<file path="config.mk">
export PLATFORM = sky130hd
export DESIGN_NAME = varicode_fsk_bit_encoder
export DESIGN_NICKNAME = d
export VERILOG_FILES = /design/src/rtl/vfbe_pkg.sv /design/src/rtl/vfbe_ctrl.sv /design/src/rtl/vfbe_dpath.sv /design/src/rtl/varicode_fsk_bit_encoder.sv
export SDC_FILE = /design/constraint.sdc
export NUM_CORES = 1
export LEC_CHECK = 0
export ABC_AREA = 0
export ABC_CLOCK_PERIOD_IN_PS = 6600
export CELL_PAD_IN_SITES_DETAIL_PLACEMENT = 1
export CELL_PAD_IN_SITES_GLOBAL_PLACEMENT = 2
export CORE_UTILIZATION = 39
export DETAILED_ROUTE_END_ITERATION = 7
export DONT_BUFFER_PORTS = 1
export GPL_TIMING_DRIVEN = 0
export PLACE_DENSITY_LB_ADDON = 0.1
export SYNTH_ARGS = -nofsm -noshare
export SYNTH_HDL_FRONTEND = slang
export SYNTH_SLANG_ARGS = --single-unit
</file>
<file path="constraint.sdc">
create_clock -name i_clk -period 6.6 [get_ports i_clk]
set_clock_uncertainty 0.2 [all_clocks]
set_input_delay 0.66 -clock i_clk [delete_from_list [all_inputs] [get_ports i_clk]]
set_output_delay 0.66 -clock i_clk [all_outputs]
set_load 0.02 [all_outputs]
</file>
<file path="src/rtl/vfbe_pkg.sv">
// vfbe_pkg: shared types, constants and the varicode lookup for the
// varicode FSK bit encoder. No dependencies.
`default_nettype none

package vfbe_pkg;

    // field and port widths
    localparam int CHAR_W      = 7;
    localparam int CODE_W      = 10;                 // longest varicode word
    localparam int LEN_W       = $clog2(CODE_W + 1);
    localparam int CENTER_W    = 26;
    localparam int SHIFT_W     = 17;
    localparam int TONE_W      = 26;
    localparam int CFG_DATA_W  = 26;
    localparam int CFG_ADDR_W  = 1;
    localparam int IN_TDATA_W  = 8;
    localparam int OUT_TDATA_W = 32;

    localparam int MAX_CODE_BITS_DEF = 10;
    localparam int SYNC_PAIRS_DEF    = 10;

    localparam logic [CENTER_W-1:0] CENTER_RST = CENTER_W'(3575000);
    localparam logic [SHIFT_W-1:0]  SHIFT_RST  = SHIFT_W'(170);

    typedef enum logic [CFG_ADDR_W-1:0] {
        REG_CENTER = 1'b0,
        REG_SHIFT  = 1'b1
    } t_reg_idx;

    typedef enum logic {
        FUNC_CHAR = 1'b0,
        FUNC_SYNC = 1'b1
    } t_func;

    typedef enum logic {
        ST_IDLE = 1'b0,
        ST_EMIT = 1'b1
    } t_state;

    // controller -> datapath
    typedef struct packed {
        logic load;   // take the input beat
        logic step;   // produce one output bit
    } t_dp_cmd;

    // datapath -> controller
    typedef struct packed {
        logic empty;     // input beat yields no bits
        logic last;      // next bit is the final one of the item
        logic out_free;  // output register can take a bit this cycle
    } t_dp_sts;

    typedef struct packed {
        logic [CODE_W-1:0] code;  // left-justified: first bit in the MSB
        logic [LEN_W-1:0]  len;
    } t_code_ent;

    // code word, first sent bit = highest set bit; zero means no entry
    localparam logic [CODE_W-1:0] CODE_TABLE [128] = '{
        10'h2AB, 10'h2DB, 10'h2ED, 10'h377, 10'h2EB, 10'h35F, 10'h2EF, 10'h2FD,
        10'h2FF, 10'h0EF, 10'h01D, 10'h36F, 10'h2DD, 10'h01F, 10'h375, 10'h3AB,
        10'h2F7, 10'h2F5, 10'h3AD, 10'h3AF, 10'h35B, 10'h36B, 10'h36D, 10'h357,
        10'h37B, 10'h37D, 10'h3B7, 10'h355, 10'h35D, 10'h3BB, 10'h2FB, 10'h37F,
        10'h001, 10'h1FF, 10'h15F, 10'h1F5, 10'h1DB, 10'h2D5, 10'h2BB, 10'h17F,
        10'h0FB, 10'h0F7, 10'h16F, 10'h1DF, 10'h075, 10'h035, 10'h057, 10'h1AF,
        10'h0B7, 10'h0BD, 10'h0ED, 10'h0FF, 10'h177, 10'h15B, 10'h16B, 10'h1AD,
        10'h1AB, 10'h1B7, 10'h0F5, 10'h1BD, 10'h1ED, 10'h055, 10'h1D7, 10'h2AF,
        10'h2BD, 10'h07D, 10'h0EB, 10'h0AD, 10'h0B5, 10'h077, 10'h0DB, 10'h0FD,
        10'h155, 10'h07F, 10'h1FD, 10'h17D, 10'h0D7, 10'h0BB, 10'h0DD, 10'h0AB,
        10'h0D5, 10'h1DD, 10'h0AF, 10'h06F, 10'h06D, 10'h157, 10'h1B5, 10'h15D,
        10'h175, 10'h17B, 10'h2AD, 10'h1F7, 10'h1EF, 10'h1FB, 10'h2BF, 10'h16D,
        10'h2DF, 10'h00B, 10'h05F, 10'h02F, 10'h02D, 10'h003, 10'h03D, 10'h05B,
        10'h02B, 10'h00D, 10'h1EB, 10'h0BF, 10'h01B, 10'h03B, 10'h00F, 10'h007,
        10'h03F, 10'h1BF, 10'h015, 10'h017, 10'h005, 10'h037, 10'h07B, 10'h06B,
        10'h0DF, 10'h05D, 10'h1D5, 10'h2B7, 10'h1BB, 10'h2B5, 10'h2D7, 10'h000
    };

    // ROM lookup: length and left-justified code word for one character
    function automatic t_code_ent code_lookup(input logic [CHAR_W-1:0] ch);
        logic [CODE_W-1:0] c;
        logic [LEN_W-1:0]  n;
        t_code_ent         ent;
        c = CODE_TABLE[ch];
        n = '0;
        for (int i = 0; i < CODE_W; i++) begin
            if (c[i]) n = LEN_W'(i + 1);
        end
        ent.len  = n;
        ent.code = c << (CODE_W - int'(n));
        return ent;
    endfunction

endpackage

`default_nettype wire

</file>
<file path="src/rtl/vfbe_ctrl.sv">
// vfbe_ctrl: two-state sequencer for the varicode FSK bit encoder.
// Depends on vfbe_pkg for the state type and the command/status structs.
`default_nettype none

module vfbe_ctrl
    import vfbe_pkg::*;
(
    input  wire logic    i_clk,
    input  wire logic    i_rst_n,
    input  wire logic    i_s_tvalid,
    output logic         o_s_tready,
    input  wire t_dp_sts i_sts,
    output t_dp_cmd      o_cmd
);

    t_state r_state;
    t_state n_state;

    always_ff @(posedge i_clk) begin
        if (!i_rst_n) begin
            r_state <= ST_IDLE;
        end else begin
            r_state <= n_state;
        end
    end

    always_comb begin
        n_state = r_state;
        case (r_state)
            ST_IDLE: begin
                // an item with no code word never leaves idle
                if (i_s_tvalid && !i_sts.empty) n_state = ST_EMIT;
            end
            ST_EMIT: begin
                if (i_sts.out_free && i_sts.last) n_state = ST_IDLE;
            end
            default: n_state = ST_IDLE;
        endcase
    end

    always_comb begin
        o_s_tready = 1'b0;
        o_cmd      = '0;
        case (r_state)
            ST_IDLE: begin
                o_s_tready = 1'b1;
                o_cmd.load = i_s_tvalid;
            end
            ST_EMIT: begin
                o_cmd.step = i_sts.out_free;
            end
            default: begin
                o_s_tready = 1'b0;
            end
        endcase
    end

endmodule

`default_nettype wire

</file>
<file path="src/rtl/vfbe_dpath.sv">
// vfbe_dpath: config registers, tone arithmetic, bit shifter, beat counter
// and output register. Depends on vfbe_pkg; driven by vfbe_ctrl commands.
`default_nettype none

module vfbe_dpath
    import vfbe_pkg::*;
#(
    parameter int MAX_CODE_BITS = MAX_CODE_BITS_DEF,
    parameter int SYNC_PAIRS    = SYNC_PAIRS_DEF
) (
    input  wire logic                   i_clk,
    input  wire logic                   i_rst_n,
    input  wire logic                   i_cfg_we,
    input  wire logic [CFG_ADDR_W-1:0]  i_cfg_addr,
    input  wire logic [CFG_DATA_W-1:0]  i_cfg_wdata,
    input  wire logic [IN_TDATA_W-1:0]  i_s_tdata,
    input  wire logic                   i_s_tuser,
    output logic                        o_m_tvalid,
    input  wire logic                   i_m_tready,
    output logic [OUT_TDATA_W-1:0]      o_m_tdata,
    output logic                        o_m_tlast,
    input  wire t_dp_cmd                i_cmd,
    output t_dp_sts                     o_sts
);

    localparam int CHAR_BEATS = MAX_CODE_BITS + 2;
    localparam int SYNC_BEATS = 2 * SYNC_PAIRS;
    localparam int MAX_BEATS  = (CHAR_BEATS > SYNC_BEATS) ? CHAR_BEATS : SYNC_BEATS;
    localparam int CNT_W      = $clog2(MAX_BEATS + 1);

    logic [CENTER_W-1:0]      r_center;
    logic [SHIFT_W-1:0]       r_shift;
    logic                     r_func;
    logic [MAX_CODE_BITS-1:0] r_sh;
    logic [CNT_W-1:0]         r_rem;
    logic                     r_ov;
    logic                     r_obit;
    logic [TONE_W-1:0]        r_otone;
    logic                     r_olast;

    t_code_ent           ent;
    logic [CENTER_W:0]   mark_sum;
    logic [TONE_W-1:0]   mark_tone;
    logic [TONE_W-1:0]   space_tone;
    logic                cur_bit;

    // configuration
    always_ff @(posedge i_clk) begin
        if (!i_rst_n) begin
            r_center <= CENTER_RST;
            r_shift  <= SHIFT_RST;
        end else if (i_cfg_we) begin
            case (t_reg_idx'(i_cfg_addr))
                REG_CENTER: r_center <= i_cfg_wdata[CENTER_W-1:0];
                REG_SHIFT:  r_shift  <= i_cfg_wdata[SHIFT_W-1:0];
                default:    r_center <= r_center;
            endcase
        end
    end

    // saturated mark and space tones
    always_comb begin
        mark_sum  = {1'b0, r_center} + (CENTER_W + 1)'(r_shift);
        mark_tone = mark_sum[CENTER_W] ? '1 : mark_sum[TONE_W-1:0];
        space_tone = (r_center >= CENTER_W'(r_shift)) ?
                     (r_center - CENTER_W'(r_shift)) : '0;
    end

    assign ent = code_lookup(i_s_tdata[CHAR_W-1:0]);

    // sync alternates mark/space starting on an even count; a character
    // shifts out its left-justified code, zeros fill in the separator
    assign cur_bit = r_func ? ~r_rem[0] : r_sh[MAX_CODE_BITS-1];

    always_ff @(posedge i_clk) begin
        if (i_cmd.load) begin
            r_func <= i_s_tuser;
            r_sh   <= MAX_CODE_BITS'(ent.code) << (MAX_CODE_BITS - CODE_W);
            if (t_func'(i_s_tuser) == FUNC_SYNC) begin
                r_rem <= CNT_W'(SYNC_BEATS);
            end else begin
                r_rem <= CNT_W'(ent.len) + CNT_W'(2);
            end
        end else if (i_cmd.step) begin
            r_sh  <= r_sh << 1;
            r_rem <= r_rem - CNT_W'(1);
        end
    end

    // output register
    always_ff @(posedge i_clk) begin
        if (!i_rst_n) begin
            r_ov <= 1'b0;
        end else if (i_cmd.step) begin
            r_ov <= 1'b1;
        end else if (i_m_tready) begin
            r_ov <= 1'b0;
        end
    end

    always_ff @(posedge i_clk) begin
        if (i_cmd.step) begin
            r_obit  <= cur_bit;
            r_otone <= cur_bit ? mark_tone : space_tone;
            r_olast <= (r_rem == CNT_W'(1));
        end
    end

    always_comb begin
        o_sts.empty    = (t_func'(i_s_tuser) == FUNC_CHAR) && (ent.len == '0);
        o_sts.last     = (r_rem == CNT_W'(1));
        o_sts.out_free = !r_ov || i_m_tready;
    end

    assign o_m_tvalid = r_ov;
    assign o_m_tdata  = {{(OUT_TDATA_W - TONE_W - 1){1'b0}}, r_otone, r_obit};
    assign o_m_tlast  = r_olast;

endmodule

`default_nettype wire

</file>
<file path="src/rtl/varicode_fsk_bit_encoder.sv">
// Varicode FSK bit encoder: one input beat in, one bit per output beat out.
// An item loads the code shifter and beat counter; no new item is taken until
// its last bit has gone to the output register. A character gives code length
// + 2 beats (3 to 12), a sync item 2*SYNC_PAIRS, one bit per cycle unless stalled.
// Character 127 is taken without a stall and yields no beats.
// Reset (i_rst_n, sync, active low): center 3575000 Hz, shift 170 Hz, idle.
`default_nettype none

module varicode_fsk_bit_encoder
    import vfbe_pkg::*;
#(
    parameter int MAX_CODE_BITS = MAX_CODE_BITS_DEF,
    parameter int SYNC_PAIRS    = SYNC_PAIRS_DEF
) (
    input  wire logic                   i_clk,
    input  wire logic                   i_rst_n,
    input  wire logic                   i_cfg_we,
    input  wire logic [CFG_ADDR_W-1:0]  i_cfg_addr,   // 0 center_hz, 1 shift_hz
    input  wire logic [CFG_DATA_W-1:0]  i_cfg_wdata,
    input  wire logic                   i_s_tvalid,
    output logic                        o_s_tready,
    input  wire logic [IN_TDATA_W-1:0]  i_s_tdata,    // [6:0] char_code, [7] zero
    input  wire logic                   i_s_tuser,    // [0] func
    output logic                        o_m_tvalid,
    input  wire logic                   i_m_tready,
    output logic [OUT_TDATA_W-1:0]      o_m_tdata,    // [0] bit_value, [26:1] tone_hz
    output logic                        o_m_tlast     // last_bit
);

    t_dp_cmd cmd;
    t_dp_sts sts;

    vfbe_ctrl u_ctrl (
        .i_clk      (i_clk),
        .i_rst_n    (i_rst_n),
        .i_s_tvalid (i_s_tvalid),
        .o_s_tready (o_s_tready),
        .i_sts      (sts),
        .o_cmd      (cmd)
    );

    vfbe_dpath #(
        .MAX_CODE_BITS (MAX_CODE_BITS),
        .SYNC_PAIRS    (SYNC_PAIRS)
    ) u_dpath (
        .i_clk       (i_clk),
        .i_rst_n     (i_rst_n),
        .i_cfg_we    (i_cfg_we),
        .i_cfg_addr  (i_cfg_addr),
        .i_cfg_wdata (i_cfg_wdata),
        .i_s_tdata   (i_s_tdata),
        .i_s_tuser   (i_s_tuser),
        .o_m_tvalid  (o_m_tvalid),
        .i_m_tready  (i_m_tready),
        .o_m_tdata   (o_m_tdata),
        .o_m_tlast   (o_m_tlast),
        .i_cmd       (cmd),
        .o_sts       (sts)
    );

endmodule

`default_nettype wire

</file>
* Yosys cells after proc, flatten, opt, wreduce, memory -nomap -nowiden *
Memories as Yosys holds them, arrays and structs flattened.
Cells that the tools add are included.

word-level totals
  logic and storage cells = 65
  memories = 1
  flip-flop bits (word level) = 89
  bits in read-only memories = 1280
  output and inout port bits = 35
  bits of input ports = 41

operators by class
  bitwise logic cells = 5
  order comparisons = 2
  add/subtract/negate cells = 5
  shift-type cells = 1
  reductions and logical operators = 11
  multiplexer cells = 29
  equality and inequality tests = 1

memories
  memory            words  width  read ports  clocked after Yosys merged registers in  write ports  line            text
  (name not given)  128    10     1           0                                        0            vfbe_pkg.sv:83  c = CODE_TABLE[ch];

operator list
  kind                                                                   number
  26-bit 2-to-1 mux                                                      3
  10-bit 2-to-1 mux                                                      4
  10-bit by 32-bit << shifter with 10-bit output                         1
  26-bit by 17-bit adder with 27-bit output                              1
  26-bit by 17-bit >= comparator with 1-bit output                       1
  26-bit by 17-bit subtractor with 26-bit output                         1
  5-bit 2-to-1 mux                                                       3
  3-bit 2-to-1 mux                                                       4
  4-bit 2-to-1 mux                                                       3
  1-bit 2-to-1 mux                                                       9
  8-bit >= comparator, second input constant                             1
  7-bit NOT with 8-bit output                                            1
  4-bit by 2-bit adder with 5-bit output, second input constant          1
  5-bit by 1-bit equality test with 1-bit output, second input constant  1
  4-bit by 4-bit subtractor with 5-bit output, first input constant      1
  5-bit by 1-bit subtractor with 5-bit output, second input constant     1
  4-bit logical NOT                                                      1
  2-bit 2-to-1 mux                                                       2
  1-bit NOT                                                              4
  2-bit AND reduction                                                    2
  2-bit nonzero test                                                     2
  1-bit logical AND                                                      3
  1-bit logical NOT                                                      2
  1-bit one-hot mux with 2 select lines                                  1
  1-bit logical OR                                                       1

* Longest topological paths before layout *
  depth after elaboration = 20
  gate-level depth with buffers = 21
  mapped depth without buffers = 18

* Modules after synthesis *
From an unflattened synthesis, not the netlist that was laid out.

second synthesis, totals
  cell total of the unflattened synthesis = 1031
  area total of the unflattened synthesis = 8269.2 um2

by module, submodules not included
  module      cells an instance  sequential area each (um2)  area an instance (um2)  times used
  vfbe_dpath  1024               2202.1                      8211.6                  1
  vfbe_ctrl   7                  20.0                        57.6                    1

* Worst setup path before layout *
No wires, ideal clock.

  path type = input -> register
  start point = input i_s_tdata[1]
  end point = register u_dpath.r_sh[9] (data pin)
  stages on the path = 20
  data arrival time = 4534 ps
  library setup time = 157 ps
  path slack = 1710 ps
  buffers on the path = 4
  data required time = 6243 ps
  path through = buf_2 inv_1 ha_1 clkbuf_1 nand2b_1 a21oi_1 o2bb2ai_1 a2111o_1 a211o_1 a311o_1 a21o_1 buf_6 inv_1 ha_1 clkbuf_1 inv_1 a21o_1 a2111oi_2 nor3b_1 a32oi_1

on the way
  word-level cells in the longest chain between the ends = 17

RTL lines
  element                                                   line                            text
  from (decl)                                               varicode_fsk_bit_encoder.sv:22  input wire logic [IN_TDATA_W-1:0] i_s_tdata,
  7-bit NOT with 8-bit output (not written as such) (*)     vfbe_pkg.sv:83
  memory read 128 x 10 bit (*)                              n/a
  10-bit 2-to-1 mux (not written as such) (*) (2 in a row)  vfbe_pkg.sv:83
  1-bit 2-to-1 mux                                          vfbe_pkg.sv:86                  if (c[i]) n = LEN_W'(i + 1);
  2-bit 2-to-1 mux (2 in a row)                             vfbe_pkg.sv:86
  3-bit 2-to-1 mux (4 in a row)                             vfbe_pkg.sv:86
  4-bit 2-to-1 mux (3 in a row)                             vfbe_pkg.sv:86
  4-bit by 4-bit subtractor with 5-bit output               vfbe_pkg.sv:89                  ent.code = c << (CODE_W - int'(n));
  10-bit by 32-bit << shifter with 10-bit output (*)        vfbe_pkg.sv:89
  10-bit 2-to-1 mux (*)                                     vfbe_dpath.sv:76                if (i_cmd.load) begin
  to (signal assigned)                                      vfbe_dpath.sv:78                r_sh <= MAX_CODE_BITS'(ent.code) << (MAX_CODE_BITS - CODE_W);
  to (signal assigned)                                      vfbe_dpath.sv:85                r_sh <= r_sh << 1;
  to (decl)                                                 vfbe_dpath.sv:34                logic [MAX_CODE_BITS-1:0] r_sh;

Every way passes the cells marked *; elsewhere a longest branch is shown, timed or not. The select of a mux whose other input is x is not followed.
A chain may end at the register's enable or synchronous reset.

* Final worst setup path *
  start point = input i_s_tdata[1]
  end point = register u_dpath.r_sh[8] (data pin)

Same word-level chain as after synthesis.

==> results.sh <==
export IMPL_overflow=0
export IMPL_fin_ws_ns=0.551
export IMPL_power_density_mw_per_mm2=220
export IMPL_place_detailed_hpwl_um=23500
export IMPL_synthTopCellsByArea="edfxtp_1 16%, dfxtp_1 11%, ha_1 8.1%"
export IMPL_cts_setup_buffers=0
export IMPL_seq_area_frac_synth=0.272
export IMPL_yosys_top_cells_count="144 x nand2_1, 76 x a21oi_1, 72 x nor2_1"
export IMPL_track_usage=0.287
export IMPL_dr_pass1_iters=5
export IMPL_peakVddDrop_v=0.000131
export IMPL_cts_sinks=89
export IMPL_setup_tns_ns=0
export IMPL_fp_coreArea_mm2=0.0204
export IMPL_finalMaxSlewViolations=0
export IMPL_path_max_fanout=13
export IMPL_synthArstFlopShare=0
export IMPL_totalPowerFinal_uw=1940
export IMPL_outcome="finished, final reports clean"
export IMPL_grt_pass1_wl_um=47800
export IMPL_clk_pin_slew_ns=0.07
export IMPL_worst_pin_slew_ns=1.30
export IMPL_port_buffer_count=0
export IMPL_initial_utilization=0.401
export IMPL_rsz0062_at_grt="no"
export IMPL_wl_um=30300
export IMPL_netlist_area_mm2=0.00816
export IMPL_ys_types=82
export IMPL_dieArea_mm2=0.0215
export IMPL_crit_required_ns=6.60
export IMPL_clockRootBuffer="clkbuf_16"
export IMPL_synth_edff_count=44
export IMPL_startpoint_type="primary input"
export IMPL_cts_htree_levels=3
export IMPL_gp_congestion=0.946
export IMPL_die_w_um=147
export IMPL_grt_antenna_before_repair=0
export IMPL_worstPathArrival_ns=6.05
export IMPL_syn_area_per_cell_um2=7.69
export IMPL_max_freq_mhz=165
export IMPL_grt_pass1_vias=8397
export IMPL_drt_iter0_markers=527
export IMPL_yosysTopAreaCell="edfxtp_1"
export IMPL_cts_repair_resized=0
export IMPL_wire_per_inst_um=22.4
export IMPL_cts_hold_buf=0
export IMPL_synth_most_common_cell="nand2_1"
export IMPL_hold_path_class="primary input to flip-flop"
export IMPL_syn_to_final_growth_pct=7.72
export IMPL_drv_cap=0
export IMPL_max_slew_margin=0.133
export IMPL_crit_type="primary input to flip-flop"
export IMPL_hold_viol=0
export IMPL_remaining_drc_errors=0
export IMPL_p_leak_uw=0.00337
export IMPL_ys_ff_latch=89
export IMPL_synth_top_cell_area_share=0.162
export IMPL_instances_no_fill=1351
export IMPL_yosysWarnings=0
export IMPL_utilization=0.432
export IMPL_grt_max_degree=30
export IMPL_io_pin_count=76
export IMPL_placed_cells=1335
export IMPL_num_rows=52
export IMPL_insertion_delay_ns=0.36
export IMPL_period_share=0.916
export IMPL_place_ws_ns=0.187
export IMPL_fin_crit_ns=6.05
export IMPL_syn_inst=1061
export IMPL_cts_buffers=9
export IMPL_drive_above_1_share=0.0592
export IMPL_antennaDiodeCount=0
export IMPL_clock_path_buffers=2
export IMPL_viasPerCell=6.08
export IMPL_synthFlopType="dfxtp_1"
export IMPL_cts_tree="done"
export IMPL_endpoint_kind="flip-flop"
export IMPL_finalSetupViolations=0
export IMPL_final_antenna_net_count=0
export IMPL_die_y_um=147
export IMPL_vias=8218
export IMPL_num_nets_final=1172
-- path summary, 6_finish.rpt --
path | start | to | slack [ns] | cells after the start
setup reg to reg | u_dpath.r_shift[1] | u_dpath.r_otone[21] | 2.18 | 12
hold / removal | i_s_tuser | u_dpath.r_func | 0.20 | 0
setup / recovery | i_s_tdata[1] | u_dpath.r_sh[8] | 0.55 | 20
hold reg to reg | u_dpath.r_shift[10] | u_dpath.r_shift[10] | 0.29 | 2
-- final cells by class --
| cell class | count | area [um^2] |
|---|---|---|
| Sequential cell | 89 | 2220 |
| Clock inverter | 6 | 48.8 |
| Clock buffer | 10 | 229 |
| Tap cell | 270 | 338 |
| Multi-Input combinational cell | 837 | 5340 |
| Buffer | 79 | 397 |
| Inverter | 60 | 225 |
| Fill cell | 2542 | 11600 |
-- metal layers --
metal	part of all wire	track usage	routed length [um]
met2	0.49	0.495	14700
met3	0.046	0.0459	1390
met4	0.049	0.149	1490
met1	0.42	0.342	12700
met5	0	0	0
-- report_power, final --
group	internal, uW	leakage, uW	total [uW]	switching (uW)
sequential	662	0.000792	716	54.2
combinational	245	0.00245	716	471
clock	260	0.000128	505	245
-- worst max-delay path: stages --
cell and delay (ns):
buf_2 0.23, inv_1 0.25, ha_1 0.36, clkbuf_1 0.46, nand2_1 0.37, a31oi_1 0.23
o211ai_1 0.11, and3_1 0.23, or2_2 0.35, nand2b_1 0.10, a311oi_1 0.10, o31ai_1 0.67
inv_1 0.15, ha_1 0.32, clkbuf_1 0.34, inv_1 0.19, a21o_1 0.23, a211oi_1 0.30
o32ai_1 0.16, a22oi_1 0.21
-- per-stage QoR --
step,instance area [um^2],hold slack (ns)
after floorplan,8180,0.260
after global placement,8520,0.274
after detailed placement,8520,0.287
after CTS,8790,0.184
after global routing,8790,0.184
final,8790,0.196
-- kinds of logic (layout without fill, tap and decap cells) --
logic type               after synthesis  in the layout  synth area share
AO/OA/AOI/OAI                        367            367             0.313
XOR/XNOR                              10             10            0.0107
adder cells (fa/ha/maj)               55             55            0.0861
buffers and inverters                139            155            0.0762
flip-flops                            89             89             0.272
multiplexers                          12             12            0.0164
other                                  1              5          0.000459
AND/OR/NAND/NOR                      388            388             0.225
-- flip-flops by register name, indices dropped and copies added (netlist names) --
signal / cells
u_dpath.o_m_tlast: 1
u_dpath.r_obit: 1
u_dpath.r_sh: 10
u_dpath.r_center: 26
u_dpath.r_func: 1
u_ctrl.r_state: 1
u_dpath.r_rem: 5
u_dpath.r_otone: 26
u_dpath.r_shift: 17
u_dpath.o_m_tvalid: 1
-- layout by cell type (no fill, tap or decap), types with 18 or more instances in the layout --
cell type | synthesis | routed
o21ai_0 | 60 | 60
a21oi_1 | 76 | 76
nand2_1 | 144 | 144
a211oi_1 | 18 | 18
dfxtp_1 | 45 | 45
edfxtp_1 | 44 | 44
nor3_1 | 22 | 22
nand2b_1 | 35 | 35
clkbuf_1 | 48 | 49
ha_1 | 53 | 53
inv_1 | 57 | 57
nand3_1 | 42 | 42
a21boi_0 | 32 | 32
nor2_1 | 72 | 72
Note: power is estimated with default switching activity, not from simulation.
